<file path="src/hdl/assert_macros.svh">
// Assertion macros shared by the Kosinski decompressor modules.
// No dependencies; included by every module that carries assertions.
`ifndef ASSERT_MACROS_SVH
`define ASSERT_MACROS_SVH

// The consequent must hold in the same cycle as the antecedent.
`define KLZ_ASSERT_SAME(label, clk, rst, ante, cons) \
  label: assert property (@(posedge clk) disable iff (rst) (ante) |-> (cons)) \
    else $error("klz assertion failed");

// The consequent must hold in the cycle after the antecedent.
`define KLZ_ASSERT_NEXT(label, clk, rst, ante, cons) \
  label: assert property (@(posedge clk) disable iff (rst) (ante) |=> (cons)) \
    else $error("klz assertion failed");

`endif

</file>
<file path="src/hdl/klz_fifo.sv">
// Small synchronous queue used between the parser, the copy engine and the output.
// No package dependency; uses the assertion macros of assert_macros.svh.
`include "assert_macros.svh"

module klz_fifo #(
  parameter int WIDTH = 8,
  parameter int DEPTH = 2
) (
  input  logic             clk,
  input  logic             rst,
  input  logic             push,
  input  logic [WIDTH-1:0] wdata,
  output logic             full,
  input  logic             pop,
  output logic [WIDTH-1:0] rdata,
  output logic             empty
);

  localparam int AW = $clog2(DEPTH);
  localparam int CW = $clog2(DEPTH + 1);

  logic [WIDTH-1:0] slots [0:DEPTH-1];
  logic [AW-1:0]    wr_ptr;
  logic [AW-1:0]    rd_ptr;
  logic [CW-1:0]    count;
  logic             do_push;
  logic             do_pop;

  // Handshake qualification; a push into a full queue is ignored.
  assign full    = (count == CW'(DEPTH));
  assign empty   = (count == '0);
  assign do_push = push && !full;
  assign do_pop  = pop && !empty;
  assign rdata   = slots[rd_ptr];

  // Storage.
  always_ff @(posedge clk) begin
    if (do_push) begin
      slots[wr_ptr] <= wdata;
    end
  end

  // Pointers and fill level.
  always_ff @(posedge clk) begin
    if (rst) begin
      wr_ptr <= '0;
      rd_ptr <= '0;
      count  <= '0;
    end else begin
      if (do_push) begin
        wr_ptr <= (wr_ptr == AW'(DEPTH - 1)) ? '0 : wr_ptr + 1'b1;
      end
      if (do_pop) begin
        rd_ptr <= (rd_ptr == AW'(DEPTH - 1)) ? '0 : rd_ptr + 1'b1;
      end
      if (do_push && !do_pop) begin
        count <= count + 1'b1;
      end else if (do_pop && !do_push) begin
        count <= count - 1'b1;
      end
    end
  end

  `KLZ_ASSERT_SAME(a_count_bound, clk, rst, 1'b1, count <= CW'(DEPTH))
  `KLZ_ASSERT_NEXT(a_count_up, clk, rst, do_push && !do_pop, count == $past(count) + 1'b1)
  `KLZ_ASSERT_NEXT(a_count_down, clk, rst, do_pop && !do_push, count == $past(count) - 1'b1)

endmodule

</file>
<file path="config.mk">
export PLATFORM = sky130hd
export DESIGN_NAME = klz_fifo
export DESIGN_NICKNAME = d
export VERILOG_FILES = /design/src/hdl/klz_fifo.sv
export VERILOG_INCLUDE_DIRS = /design/src /design/src/hdl
export SDC_FILE = /design/constraint.sdc
export NUM_CORES = 1
export LEC_CHECK = 0
export BUFFER_PORTS_ARGS = -buffer_cell sky130_fd_sc_hd__buf_2
export CORE_ASPECT_RATIO = 1.5
export CORE_UTILIZATION = 25
export DETAILED_ROUTE_END_ITERATION = 8
export GPL_TIMING_DRIVEN = 0
export SLEW_MARGIN = 20
export SYNTH_ARGS = -nofsm -noshare
export SYNTH_HDL_FRONTEND = slang
export SYNTH_SLANG_ARGS = --single-unit
</file>
<file path="constraint.sdc">
create_clock -name clk -period 2.2 [get_ports clk]
set_input_delay 0 -clock clk [delete_from_list [all_inputs] [get_ports clk]]
set_output_delay 0 -clock clk [all_outputs]
set_load 0.01 [all_outputs]
</file>
==> qor.yml <==
cts_buffer_depth: 2
vias: 491
worstSetupPathType: "register to register"
syn_nets: 63
fin_area_um2: 1080
crit_required_ns: 2.39
timing.final.crit_share_pct: 71.3
routed_wl_um: 1310
fin_crit_ns: 1.57
cts_tree: "yes"
htreeDepth: 1
p_per_area_nw_per_um2: 1040
drive_above_1_share_pct: 41.7
antenna_left: 0
yosysWarnings: 0
dp_slack_ns: 0.639
drtIter0Drc: 18
dr.pass1.iters: 3
num_io_pins: 22
dpl.hpwl_um: 921
drc: 0
multiInputGateArea_um2: 200
fillers: 306
design.core.area_um2: 2970
worst_pin_slew_ns: 0.363
drt-wirelength-per-cell_um: 10.7
p_leak_nw: 0.431
max-cap-violations: 0
die_w_um: 48.0
crit_arrival_ns: 1.76
peakVddDrop_uv: 582
ys_seq_elements: 21
placed_area_um2: 947
cts.repair.resized: 0
critPathMaxFanout: 5
rsz0062_at_grt: "false"
finalNetCount: 98
synth_cell_type_count: 13
drv_slew: 0
regArea_um2: 581
cts.clk_slew.worst_paths_ns: 0.07
cts_made_buffers: 3
dieArea_um2: 3410
cp_slowest_cell: "dfxtp_1"
ys_top_cells_by_area: "edfxtp_1, dfxtp_1, mux2_2"
slew_headroom_pct: 75.8
ys_seq_area_share_pct: 73.2
vias_per_cell: 3.99
grt_pass1_vias: 528
synthCells: 50
fp.dieH_um: 71.0
outcome: "finished clean"
antenna_found_initial: 0
critPathMaxStageDelay_ns: 0.37
cts_root_buffer: "clkbuf_8"
insertedDiodeCount: 0
synth_area_leader_cell: "edfxtp_1"
initial_core_util_pct: 26.7
grt_pass1_wl_um: 2060
setup_viol: 0
crit_path_end_kind: "register"
grt_overflow: 0
hp-class: "primary input to register"
areaGrowthSynthToFinish_pct: 36.6
grt_max_degree: 13
fmax_mhz: 638
crit_chain: "o21ai_0, ha_1, or3_1, a21oi_1"
place_congestion: 0.586
synth_top_area_share_pct: 60.6
finalHoldViolCount: 0
cp-start-kind: "register"
postSynthAreaPerCell_um2: 15.9
fin_tns_setup_ns: 0
numPortBuffers: 21
rows: 24
clkLatencyLatePin_ns: 0.25
fin_ws_ns: 0.632
cts_sinks: 21
synth_area_um2: 793
final.setup_skew_ns: 0.00433
total_power_mw: 1.13
grt_usage_pct: 8.84
==> report_power, final <==
| part | internal, mW | leakage (nW) | switching [mW] |
|---|---|---|---|
| combinational | 0.170 | 0.215 | 0.177 |
| sequential | 0.506 | 0.191 | 0.0344 |
| clock | 0.126 | 0.0255 | 0.115 |
| total | 0.802 | 0.431 | 0.326 |
==> stage by stage <==
| stage | std cells | hold WS [ns] | utilization (%) |
|---|---|---|---|
| floorplan | 50 | 0.0691 | - |
| global placement | 110 | 0.190 | 31.9 |
| detailed placement | 110 | 0.192 | 31.9 |
| CTS | 123 | 0.120 | 36.4 |
| global route | 123 | 0.136 | 36.4 |
| finish | 123 | 0.124 | 36.4 |
==> per-layer routing <==
layer / wire length (um) / vias to the layer above / track usage [%]
met5: 0 / - / 0
met4: 28 / 0 / 5.56
met3: 70 / 4 / 2.81
met2: 700 / 18 / 14.9
met1: 514 / 222 / 8.67
li1: - / 247 / -
==> synth_stat cells (all sizes together) <==
cell type,count
xor2,3
nor2,5
o21ai,3
or3,2
ha,1
buf,1
dfxtp,5
and2,1
a21oi,2
edfxtp,16
nor2b,1
inv,2
mux2,8
==> layout make-up <==
class	instances	area share (%)
Clock inverter	1	0.462
Sequential cell	21	53.6
Inverter	2	0.693
Multi-Input combinational cell	26	18.5
Buffer	1	0.462
Clock buffer	3	3.81
Tap cell	39	4.50
Timing Repair Buffer	30	18.0
==> flip-flops by register name (all words and copies together), names as in the netlist, named ones only <==
register  flops
slots        16
wr_ptr        1
count         2
rd_ptr        1
==> logic make-up (layout without fill, tap and decap cells) <==
| logic type | Yosys count | after routing | synth area share (%) |
|---|---|---|---|
| xor gates and xnor gates | 3 | 3 | 3.31 |
| and+or+nand+nor | 9 | 9 | 5.84 |
| DFF | 21 | 21 | 73.2 |
| buffers and inverters | 3 | 37 | 1.58 |
| muxes | 8 | 8 | 11.4 |
| AOI/OAI and AO/OA | 5 | 5 | 3.15 |
| adders and majority gates | 1 | 1 | 1.58 |
==> repair_timing <==
| action | in CTS | in global routing |
|---|---|---|
| hold endpoints to repair | 21 | 0 |
| setup buffers | 0 | 0 |
| hold buffers | 9 | 0 |
==> path summary, 6_finish.rpt <==
path | startpoint | end | slack [ns] | cells after the start
min reg2reg | wr_ptr | wr_ptr | 0.49 | 2
min | push | wr_ptr | 0.12 | 4
max | count[0] | count[1] | 0.63 | 4
max reg2reg | count[0] | count[1] | 0.63 | 4
==> worst max-delay path, delay by kind of cell, from the launching register on <==
family,cells,cell delay [ns]
AOI/OAI and AO/OA,2,0.44
DFF,1,0.37
and+or+nand+nor,1,0.37
adders and majority gates,1,0.32
==> cell usage in the layout, fill, tap and decap left out <==
master         count
nor2b_2            1
mux2_2             8
dfxtp_1            5
nor2_1             5
clkinv_2           1
or3_1              2
and2_1             1
o21ai_0            3
dlygate4sd3_1      9
clkbuf_8           3
a21oi_1            2
buf_2             22
inv_1              2
edfxtp_1          16
ha_1               1
xor2_1             3
No activity file was read; power rests on OpenSTA's default activity.
